--- src/rtl/sbh_pkg.sv ---
// shared types, widths and helpers for the segment box hit test unit
package sbh_pkg;

  localparam int COORD_WIDTH = 20;
  localparam int DIFF_W      = COORD_WIDTH + 1;
  localparam int PROD_W      = 2 * DIFF_W;
  localparam int CROSS_W     = PROD_W + 1;
  localparam int ADDR_W      = 4;
  localparam int DATA_W      = 32;

  typedef logic signed [COORD_WIDTH-1:0] coord_t;
  typedef logic signed [DIFF_W-1:0]      diff_t;
  typedef logic signed [PROD_W-1:0]      prod_t;
  typedef logic signed [CROSS_W-1:0]     cross_t;

  typedef enum logic [1:0] {
    REG_MIN_X = 2'd0,
    REG_MAX_X = 2'd1,
    REG_MIN_Y = 2'd2,
    REG_MAX_Y = 2'd3
  } reg_idx_e;

  typedef struct packed {
    coord_t min_x;
    coord_t max_x;
    coord_t min_y;
    coord_t max_y;
  } box_t;

  // operands of one edge test, edge direction folded into len
  typedef struct packed {
    diff_t dseg;
    diff_t onorm;
    diff_t len;
    diff_t ox;
    diff_t oy;
  } edge_in_t;

  // parameter in [0,1] without dividing: num/den between 0 and 1
  function automatic logic in_range(input cross_t num, input cross_t den);
    logic pos;
    pos = !den[CROSS_W-1] && (den != '0);
    if (pos) begin
      in_range = !num[CROSS_W-1] && (num <= den);
    end else begin
      in_range = (num[CROSS_W-1] || (num == '0)) && (num >= den);
    end
  endfunction

endpackage

--- src/rtl/sbh_regs.sv ---
// box window registers behind the apb port
module sbh_regs
  import sbh_pkg::*;
(
  input  logic              clk_i,
  input  logic              rst_ni,
  input  logic              psel,
  input  logic              penable,
  input  logic              pwrite,
  input  logic [ADDR_W-1:0] paddr,
  input  logic [DATA_W-1:0] pwdata,
  output logic [DATA_W-1:0] prdata,
  output logic              pready,
  output box_t              box_o
);

  box_t     box_q, box_d;
  reg_idx_e idx;
  logic     wr_en;
  coord_t   wval;
  coord_t   rval;

  assign pready = 1'b1;
  assign idx    = reg_idx_e'(paddr[3:2]);
  assign wr_en  = psel && penable && pwrite && pready;
  assign wval   = coord_t'(pwdata[COORD_WIDTH-1:0]);

  always_comb begin
    box_d = box_q;
    if (wr_en) begin
      unique case (idx)
        REG_MIN_X: box_d.min_x = wval;
        REG_MAX_X: box_d.max_x = wval;
        REG_MIN_Y: box_d.min_y = wval;
        REG_MAX_Y: box_d.max_y = wval;
        default:   box_d = box_q;
      endcase
    end
  end

  always_comb begin
    unique case (idx)
      REG_MIN_X: rval = box_q.min_x;
      REG_MAX_X: rval = box_q.max_x;
      REG_MIN_Y: rval = box_q.min_y;
      REG_MAX_Y: rval = box_q.max_y;
      default:   rval = '0;
    endcase
  end

  assign prdata = {{(DATA_W-COORD_WIDTH){rval[COORD_WIDTH-1]}}, rval};
  assign box_o  = box_q;

  always_ff @(posedge clk_i or negedge rst_ni) begin
    if (!rst_ni) begin
      box_q <= '0;
    end else begin
      box_q <= box_d;
    end
  end

endmodule

--- config.mk ---
export PLATFORM = sky130hd
export DESIGN_NAME = sbh_regs
export DESIGN_NICKNAME = d
export VERILOG_FILES = /design/src/rtl/sbh_pkg.sv /design/src/rtl/sbh_regs.sv
export SDC_FILE = /design/constraint.sdc
export NUM_CORES = 1
export LEC_CHECK = 0
export ABC_CLOCK_PERIOD_IN_PS = 3900
export BUFFER_PORTS_ARGS = -buffer_cell sky130_fd_sc_hd__buf_2
export CAP_MARGIN = 20
export CORE_MARGIN = 2
export CORE_UTILIZATION = 30
export CTS_CLUSTER_SIZE = 14
export DETAILED_ROUTE_END_ITERATION = 8
export PLACE_DENSITY = 0.56
export RECOVER_POWER = 100
export REMOVE_ABC_BUFFERS = 1
export SYNTH_ARGS = -nofsm -noshare
export SYNTH_HDL_FRONTEND = slang
export SYNTH_SLANG_ARGS = --single-unit
--- constraint.sdc ---
create_clock -name clk_i -period 3.9 [get_ports clk_i]
set_clock_uncertainty 0.2 [all_clocks]
set_input_delay 0.39 -clock clk_i [delete_from_list [all_inputs] [get_ports clk_i]]
set_output_delay 0.39 -clock clk_i [all_outputs]
set_load 0.02 [all_outputs]
==> results of run 1 <==
[cells by family after synthesis]
| family | share of synthesized area |
|---|---|
| multiplexers | 0.381 |
| buffers and inverters | 0.0448 |
| other | 0.00106 |
| AND/OR/NAND/NOR | 0.00917 |
| flip-flops | 0.564 |
[cell usage after synthesis]
cell type | number | area (µm²)
mux4_2 | 20 | 450
or2_2 | 1 | 6.26
conb_1 | 1 | 3.75
nor3_1 | 1 | 5.00
nand3_1 | 1 | 5.00
nor2_1 | 1 | 3.75
mux2_2 | 60 | 676
buf_1 | 1 | 3.75
or3_1 | 1 | 6.26
mux2_1 | 20 | 225
dfrtp_1 | 80 | 2000
buf_4 | 13 | 97.6
buf_2 | 10 | 50.1
nand4_1 | 1 | 6.26
clkbuf_1 | 1 | 3.75
inv_1 | 1 | 3.75
[routing by layer]
layer  track usage  part of all wire
met1         0.192              0.45
met2         0.211              0.48
met3        0.0284             0.057
met4        0.0610             0.015
met5             0                 0
[final cells by class]
class	count	area, µm²	share of cell area
multi-input cells	107	1390	0.309
clock buffers	13	250	0.0558
well taps	143	179	0.0399
repair buffers	144	598	0.133
clock inverters	3	65.1	0.0145
inverters	1	3.75	0.000837
flip-flops and latches	80	2000	0.446
[power breakdown]
part	internal (mW)	switching, mW
Sequential	1.03	0.147
Combinational	0.340	0.590
Clock	0.578	0.313
Total	1.94	1.05
[repair_timing]
item / in CTS / in global routing
hold buffers: 0 / 1
endpoints found under the hold margin: 0 / 37
setup buffers: 0 / 0
[through the flow]
| step | cell area (µm²) | total power [mW] | cells | hold slack, ps |
|---|---|---|---|---|
| 5_1_grt | 4490 | 3.16 | 491 | 118 |
| 3_5_place_dp | 4300 | 2.20 | 473 | 307 |
| 2_1_floorplan | 3390 | 1.80 | 188 | -106 |
| 6_report | 4490 | 2.99 | 491 | 117 |
| 4_1_cts | 4620 | 3.11 | 489 | 73.0 |
| 3_3_place_gp | 4300 | 2.18 | 473 | 293 |
[how the worst max path moves through the flow]
stage	to	slack, ps	depth (start not counted)
5_1_grt	prdata[4]	700	4
6_report	prdata[4]	960	4
4_1_cts	prdata[4]	1410	4
3_3_place_gp	box_o[35]	1260	5
3_5_place_dp	box_o[32]	1260	5
2_1_floorplan	box_o[60]	1290	3
==> summary.txt, run 1 <==
Run status
  – Status: complete, but fails checks
  – Failing checks: capacitance limit, slew limit

STA
  – Relative slew slack: -0.411
  – Worst-margin pin slew: 2120 ps
  – Hold Fails Final Rpt: 0
  – Crit share post-route: 0.755
  – Period minus WS final: 2940 ps
  – Final setup viols: 0
  – Final setup TNS: 0 ps
  – FMAX: 0.340 GHz
  – Max Slew Vio Count: 59
  – RSZ-0062 raised after global routing: false
  – Worst Setup Slack, final: 956 ps

Die
  – Initial core utilization: 0.309
  – Row count: 39
  – Die Ht: 113 µm
  – Die area: 12700 µm²
  – Core area: 11500 µm²
  – Boundary Pins: 154
  – Die width: 113 µm

Cells and area
  – Share of cells above drive strength 1: 0.345
  – Inserted Diodes: 0
  – Fin nets: 384
  – Number of flip-flops in the largest register: 80
  – Most common cell after layout, fill and taps aside: clkbuf_1
  – Final core occ: 0.391
  – # fillers: 1159
  – Most frequent cells in the layout: 119 x clkbuf_1, 80 x dfrtp_1, 60 x mux2_2
  – Synth-to-layout area growth: 26.4%

Flow run
  – Max-cap violation count: 2

Hold path
  – Hold Path Class: input pin to register
  – Worst hold path depth: 2
  – Hold Crit Start: pwdata[11]
  – Min-Delay Endpoint: box_o[51]

Global route
  – Vias in the first global route: 2416
  – First-pass GRT wire length: 13400 µm
  – Pin count of the biggest net entering global routing: 81
  – GRT Util Overall: 0.138
  – Total grt overflow: 0
  – Initial antenna violation count: 0

Yosys
  – Mapped cell area: 3550 µm²
  – Post-synthesis sequential area ratio: 0.564
  – Mapped Cells: 213
  – Ys Warns: 0
  – Synth cell types: 16
  – Mean post-synth cell area: 16.7 µm²
  – Yosys reg bits: 80

Detailed routing
  – Vias post-DR: 2341
  – Via/cell ratio: 4.77
  – Drt wl/cell: 17.2 µm
  – TritonRoute pass-1 iters: 6
  – DRT Wirelength: 8450 µm
  – DR iter-0 viols: 94
  – DRC: 0
  – Antenna-violating nets left: 0

Setup path
  – CP Class: input pin to output pin
  – R2R cell count: 1
  – Reg2reg setup slack: 2880 ps
  – Reg-to-Reg Start: box_o[42]
  – Top Family by Delay on Critical Path: buffers and inverters
  – Crit path largest cell delay: 780 ps
  – Crit-path most repeated cell: clkbuf_1
  – Critical Path End Type: output pin
  – Worst EP required: 3310 ps
  – Worst EP arrival: 2350 ps
  – Crit Reg-Reg Endpoint: box_o[42]
  – CP Launch Point: paddr[2]
  – Startpoint types: input pin
  – Buffers and inverters on the worst path: 3
  – CP Max Fanout: 12
  – Slowest-stage cell, CP: clkbuf_1
  – Critical-path cell list: buf_2, clkbuf_1, mux4_2, clkbuf_1

Power and ir drop
  – Leakage: 1.89 nW
  – Pwr dens: 667 nW/µm²
  – Max VDD drop: 0.000257 V

CTS
  – CTS-repair resized insts: 0
  – Worst skew pair latency: 330 ps
  – Clk slew on worst S/H paths: 60 ps
  – TritonCTS Buffers: 9
  – Clk Tree Root Cell: clkbuf_16
  – H-Tree Depth: 3
  – TritonCTS clock tree: yes
  – Max Root-Sink Buffers: 2
  – Clk sink count: 80

Placement
  – DP Wirelength: 5790 µm
  – GPL Wtd Cong: 0.693
  – Port Buf Inserts: 138
  – Dpl ws: 1260 ps
Power figures use the tool's default switching activity.
==> inputs of run 2 (changes only) <==
- ABC_CLOCK_PERIOD_IN_PS: 3900 -> 2800
- clock period: 3.9 -> 2.8 ns (I/O delays scaled with it)
==> summary.txt, run 2 (synthesized netlist as in run 1, its figures left out) <==
Run status
  – Status: finished, final reports clean

Die
  – Die area: 12700 µm² (unchanged)
  – Initial core utilization: 0.309 (unchanged)
  – Core area: 11500 µm² (unchanged)
  – Die width: 113 µm (unchanged)
  – Boundary Pins: 154 (unchanged)
  – Die Ht: 113 µm (unchanged)
  – Row count: 39 (unchanged)

Hold path
  – Worst hold path depth: 2 (unchanged)
  – Hold Path Class: input pin to register

Placement
  – GPL Wtd Cong: 0.682 (-1.6%)
  – Placed Area: 4340 µm² (+0.81%)
  – DP Wirelength: 5720 µm (-1.3%)
  – Port Buf Inserts: 138 (unchanged)
  – Placed Instances: 476 (+0.63%)

Setup path
  – Startpoint types: input pin
  – Slowest-stage cell, CP: clkbuf_1
  – R2R cell count: 1 (unchanged)
  – Critical Path End Type: register
  – Critical-path cell list: buf_2, buf_4, nor3_1, clkbuf_1, mux2_2
  – Crit path largest cell delay: 1020 ps (+240 ps)
  – CP Class: input pin to register
  – CP Max Fanout: 20 (+8)
  – Worst EP required: 2810 ps (-500 ps)
  – Worst EP arrival: 2370 ps (+20 ps)

Global route
  – Pin count of the biggest net entering global routing: 81 (unchanged)
  – First-pass GRT wire length: 13400 µm (unchanged)
  – Total grt overflow: 0 (unchanged)
  – GRT Util Overall: 0.138 (-0.000455)
  – Vias in the first global route: 2468 (+2.2%)
  – Initial antenna violation count: 0 (unchanged)

Detailed routing
  – Via/cell ratio: 4.83 (+1.3%)
  – DR iter-0 viols: 47 (-50%)
  – Antenna-violating nets left: 0 (unchanged)
  – Vias post-DR: 2405 (+2.7%)
  – Drt wl/cell: 17.4 µm (+1.3%)
  – TritonRoute pass-1 iters: 4 (-2)
  – DRC: 0 (unchanged)
  – DRT Wirelength: 8680 µm (+2.8%)

CTS
  – CTS-repair resized insts: 0 (unchanged)
  – Clk sink count: 80 (unchanged)
  – TritonCTS clock tree: yes
  – Max Root-Sink Buffers: 2 (unchanged)
  – Clk Tree Root Cell: clkbuf_16
  – H-Tree Depth: 3 (unchanged)
  – Clk slew on worst S/H paths: 60 ps (about the same)
  – TritonCTS Buffers: 9 (unchanged)
  – Worst skew pair latency: 320 ps (about the same)

Power and ir drop
  – Pwr dens: 908 nW/µm² (+36%)
  – Max VDD drop: 0.000519 V (+100%)
  – Leakage: 1.93 nW (+2.3%)

STA
  – Period minus WS final: 2370 ps
  – Final setup TNS: 0 ps (unchanged)
  – RSZ-0062 raised after global routing: false
  – Max Slew Vio Count: 0 (-100%)
  – Worst-margin pin slew: 1360 ps (-753 ps)
  – Relative slew slack: 0.0909 (+0.502)
  – FMAX: 0.423 GHz
  – Hold Fails Final Rpt: 0 (unchanged)
  – Final setup viols: 0 (unchanged)
  – Crit share post-route: 0.845

Cells and area
  – # fillers: 1150 (-0.78%)
  – Most frequent cells in the layout: 116 x clkbuf_1, 80 x dfrtp_1, 60 x mux2_2
  – Number of flip-flops in the largest register: 80 (unchanged)
  – Design area: 4570 µm² (+1.8%)
  – Fin nets: 392 (+2.1%)
  – Sequential cell area: 2000 µm² (unchanged)
  – Multi-input gate area: 1390 µm² (unchanged)
  – Most common cell after layout, fill and taps aside: clkbuf_1
  – Non-filler cells, final: 498 (+1.4%)
  – Synth-to-layout area growth: 28.7%
  – Inserted Diodes: 0 (unchanged)
  – Share of cells above drive strength 1: 0.352 (+0.00729)

Flow run
  – Max-cap violation count: 0 (-2)
## run 2: worst paths after layout
kind                                  end  startpoint  slack (ps)
worst max-delay path            box_o[60]    paddr[2]         430
worst min-delay path            box_o[51]  pwdata[11]          10
worst max register to register  box_o[59]   box_o[59]        1780
worst min register to register  box_o[52]   box_o[52]         320
max in group asynchronous       box_o[38]      rst_ni        1240
min in group asynchronous       box_o[44]      rst_ni         420
## run 2: worst max-delay path, delay by kind of cell
family        cells  cell delay [ps]
buf+inv           3             1480
mux               1              430
simple gates      1              170
## run 2: routing by layer
layer	GRT usage	vias to the layer above	share of wire
li1	-	1056	-
met1	0.187	1263	0.45
met2	0.211	77	0.48
met3	0.0450	9	0.065
met4	0.0439	0	0.011
met5	0	-	0
## run 2: report_power, final
| group | internal (mW) | switching, mW | total, mW |
|---|---|---|---|
| clock | 0.773 | 0.433 | 1.21 |
| sequential | 1.43 | 0.206 | 1.63 |
| combinational | 0.483 | 0.824 | 1.31 |
## run 2: per-stage QoR
step / utilization / power, mW / hold slack [ps] / setup WS, ps
6_report: 0.398 / 4.15 / 13.1 / 433
2_1_floorplan: - / 2.50 / -216 / 300
3_5_place_dp: 0.378 / 3.07 / 304 / 585
5_1_grt: 0.398 / 4.37 / 16.2 / 264
3_3_place_gp: 0.378 / 3.04 / 298 / 588
4_1_cts: 0.410 / 4.31 / 2.10 / 584
## run 2: final cells by class
cell class,instances,share of cell area
timing repair buffer,152,0.151
clock buffer,11,0.0510
sequential,80,0.438
clock inverter,4,0.0153
inverter,1,0.000822
tap,143,0.0392
multi-input combinational,107,0.304
## run 2: repair_timing
action,in CTS,in global routing
hold endpoints to repair,85,0
hold buffers,6,0
setup buffers,0,0
==> inputs of run 3 (changes only) <==
- ABC_AREA: unset -> 1
- ABC_CLOCK_PERIOD_IN_PS: 2800 -> 2300
- PLACE_DENSITY: 0.56 -> 0.55
- clock period: 2.8 -> 2.3 ns (I/O delays scaled with it)
==> summary.txt, run 3 <==
CTS
  – TritonCTS Buffers: 9 (unchanged)
  – Worst skew pair latency: 330 ps (about the same)
  – Clk Tree Root Cell: clkbuf_16
  – H-Tree Depth: 3 (unchanged)
  – Clk slew on worst S/H paths: 60 ps (about the same)
  – TritonCTS clock tree: yes
  – Clk sink count: 80 (unchanged)
  – Max Root-Sink Buffers: 2 (unchanged)

Cells and area
  – Share of cells above drive strength 1: 0.131 (-0.221)
  – Fin nets: 677 (+73%)
  – Number of flip-flops in the largest register: 80 (unchanged)
  – Most frequent cells in the layout: 269 x nand2_1, 99 x clkbuf_1, 80 x dfrtp_1
  – # fillers: 1356 (+18%)
  – Inserted Diodes: 0 (unchanged)
  – Most common cell after layout, fill and taps aside: nand2_1
  – Design area: 4940 µm² (+8.1%)
  – Synth-to-layout area growth: 30.2%

Die
  – Initial core utilization: 0.304 (-0.00531)
  – Die width: 116 µm (+3.2%)
  – Die Ht: 116 µm (+3.2%)
  – Row count: 41 (+5.1%)
  – Boundary Pins: 154 (unchanged)
  – Die area: 13600 µm² (+6.6%)
  – Core area: 12500 µm² (+8.7%)

Yosys
  – Ys Warns: 0 (unchanged)
  – Yosys reg bits: 80 (unchanged)
  – Top post-synthesis cells by area: dfrtp_1 53%, nand2_1 26%, nand3_1 8.1%
  – Post-synthesis sequential area ratio: 0.528 (-0.0361)
  – Mapped cell area: 3790 µm² (+6.8%)
  – Top_reg_cell synth: dfrtp_1
  – Synth top area share: 0.528 (-0.0361)
  – Most frequent cell after synthesis: nand2_1
  – Post-synth top cells: 267 x nand2_1, 80 x dfrtp_1, 61 x nand3_1, 23 x buf_4, 20 x nand4_1
  – Number of synthesized flops with an enable pin: 0 (unchanged)
  – Mean post-synth cell area: 7.77 µm² (-53%)
  – Post-synthesis async set-or-reset flop share: 1.00 (unchanged)
  – Mapped Cells: 488 (+130%)
  – Synth cell types: 15 (-1)
  – Yosys top cell by area: dfrtp_1

Flow run
  – Max-cap violation count: 0 (unchanged)

Setup path
  – Crit path largest cell delay: 630 ps (-390 ps)
  – Critical Path End Type: output pin
  – CP Class: input pin to output pin
  – Worst EP arrival: 1680 ps (-690 ps)
  – CP Max Fanout: 28 (+40%)
  – Startpoint types: input pin
  – Slowest-stage cell, CP: clkbuf_2
  – Critical-path cell list: clkbuf_1, clkbuf_2, nand3_1, nand4_1, clkbuf_1
  – Crit-path most repeated cell: clkbuf_1
  – Worst EP required: 1870 ps (-940 ps)

Placement
  – Port Buf Inserts: 138 (unchanged)
  – Dpl ws: 416 ps (-169 ps)
  – GPL Wtd Cong: 0.755 (+11%)
  – DP Wirelength: 8800 µm (+54%)
  – Placed Area: 4600 µm² (+6.1%)

Detailed routing
  – TritonRoute pass-1 iters: 7 (+3)
  – DRT Wirelength: 12900 µm (+48%)
  – Vias post-DR: 3752 (+56%)
  – Drt wl/cell: 15.8 µm (-9.1%)
  – DR iter-0 viols: 282 (+500%)
  – Via/cell ratio: 4.62 (-4.4%)
  – DRC: 0 (unchanged)
  – Antenna-violating nets left: 0 (unchanged)

STA
  – Max Slew Vio Count: 0 (unchanged)
  – Relative slew slack: 0.280 (+0.189)
  – Final setup viols: 0 (unchanged)
  – FMAX: 0.473 GHz
  – Period minus WS final: 2110 ps
  – RSZ-0062 raised after global routing: false
  – Crit share post-route: 0.919
  – Worst-margin pin slew: 1080 ps (-284 ps)
  – Hold Fails Final Rpt: 0 (unchanged)
  – Worst Setup Slack, final: 186 ps (-248 ps)

Global route
  – Initial antenna violation count: 0 (unchanged)
  – Total grt overflow: 0 (unchanged)
  – GRT Util Overall: 0.194 (+0.0564)
  – Vias in the first global route: 3548 (+44%)
  – First-pass GRT wire length: 19600 µm (+46%)
  – Pin count of the biggest net entering global routing: 42 (-48%)

Hold path
  – Hold Path Class: input pin to register

Run status
  – Status: finished, final reports clean

Power and ir drop
  – Leakage: 2.52 nW (+31%)
  – Max VDD drop: 0.000371 V (-28%)
  – Pwr dens: 942 nW/µm² (+3.8%)
-- run 3: cell count changes after synthesis, moves of 7 or more --
cell / delta
mux2_1: -20
nand2_1: +267
nand3_1: +60
nand4_1: +19
clkbuf_1: +7
mux4_2: -20
mux2_2: -60
buf_4: +10
-- run 3: logic make-up (layout without fill, tap and decap cells) --
| group | count (synthesis) | count (layout) | share of synthesized area |
|---|---|---|---|
| simple gates | 356 | 356 | 0.389 |
| flops | 80 | 80 | 0.528 |
| buf+inv | 51 | 204 | 0.0819 |
| other cells | 1 | 1 | 0.000989 |
-- run 3: report_power, final --
part           leakage, nW  internal (mW)  switching [mW]
Sequential            1.02           1.70           0.262
Clock                0.121          0.761           0.558
Combinational         1.38          0.394           0.980
-- run 3: path summary, 6_finish.rpt --
| kind | from | to | slack [ps] | cells past startpoint |
|---|---|---|---|---|
| hold reg to reg | box_o[65] | box_o[65] | 290 | 2 |
| min in group asynchronous | rst_ni | box_o[71] | 440 | 2 |
| setup reg to reg | box_o[63] | box_o[63] | 1430 | 2 |
| max in group asynchronous | rst_ni | box_o[50] | 670 | 3 |
| setup / recovery | paddr[2] | prdata[17] | 190 | 5 |
| hold / removal | paddr[3] | box_o[28] | 270 | 5 |
-- run 3: critical path: cells and delay by family --
kind / cells / cell delay [ps]
buffers and inverters: 3 / 1160
AND/OR/NAND/NOR: 2 / 280
-- run 3: per-stage QoR --
stage | util | hold slack [ps] | instances | setup TNS, ps | total power [mW]
2_1_floorplan | - | -266 | 443 | -12320 | 2.77
3_3_place_gp | 0.369 | 59.8 | 776 | 0 | 3.40
3_5_place_dp | 0.369 | 62.2 | 776 | 0 | 3.43
4_1_cts | 0.408 | 187 | 813 | 0 | 4.79
5_1_grt | 0.396 | 325 | 813 | 0 | 4.94
6_report | 0.396 | 266 | 813 | 0 | 4.65
-- run 3: metal layers --
metal / GRT usage / routed length (µm)
met5: 0 / 0
met4: 0.0444 / 89
met3: 0.0384 / 687
met2: 0.331 / 6340
met1: 0.256 / 5770
-- run 3: layout make-up --
class                      instances  area [µm²]  share of cell area
clock buffer                      12         246              0.0499
tap                              172         215              0.0436
multi-input combinational        357        1480               0.299
inverter                           6        25.0             0.00507
timing repair buffer             182         942               0.191
clock inverter                     4        30.0             0.00608
sequential                        80        2000               0.405
-- run 3: repair_timing --
action                    in CTS  in global routing
gates resized for setup        0                  0
setup buffers                  0                  0
hold buffers                  21                  0
hold endpoints to repair     120                  0
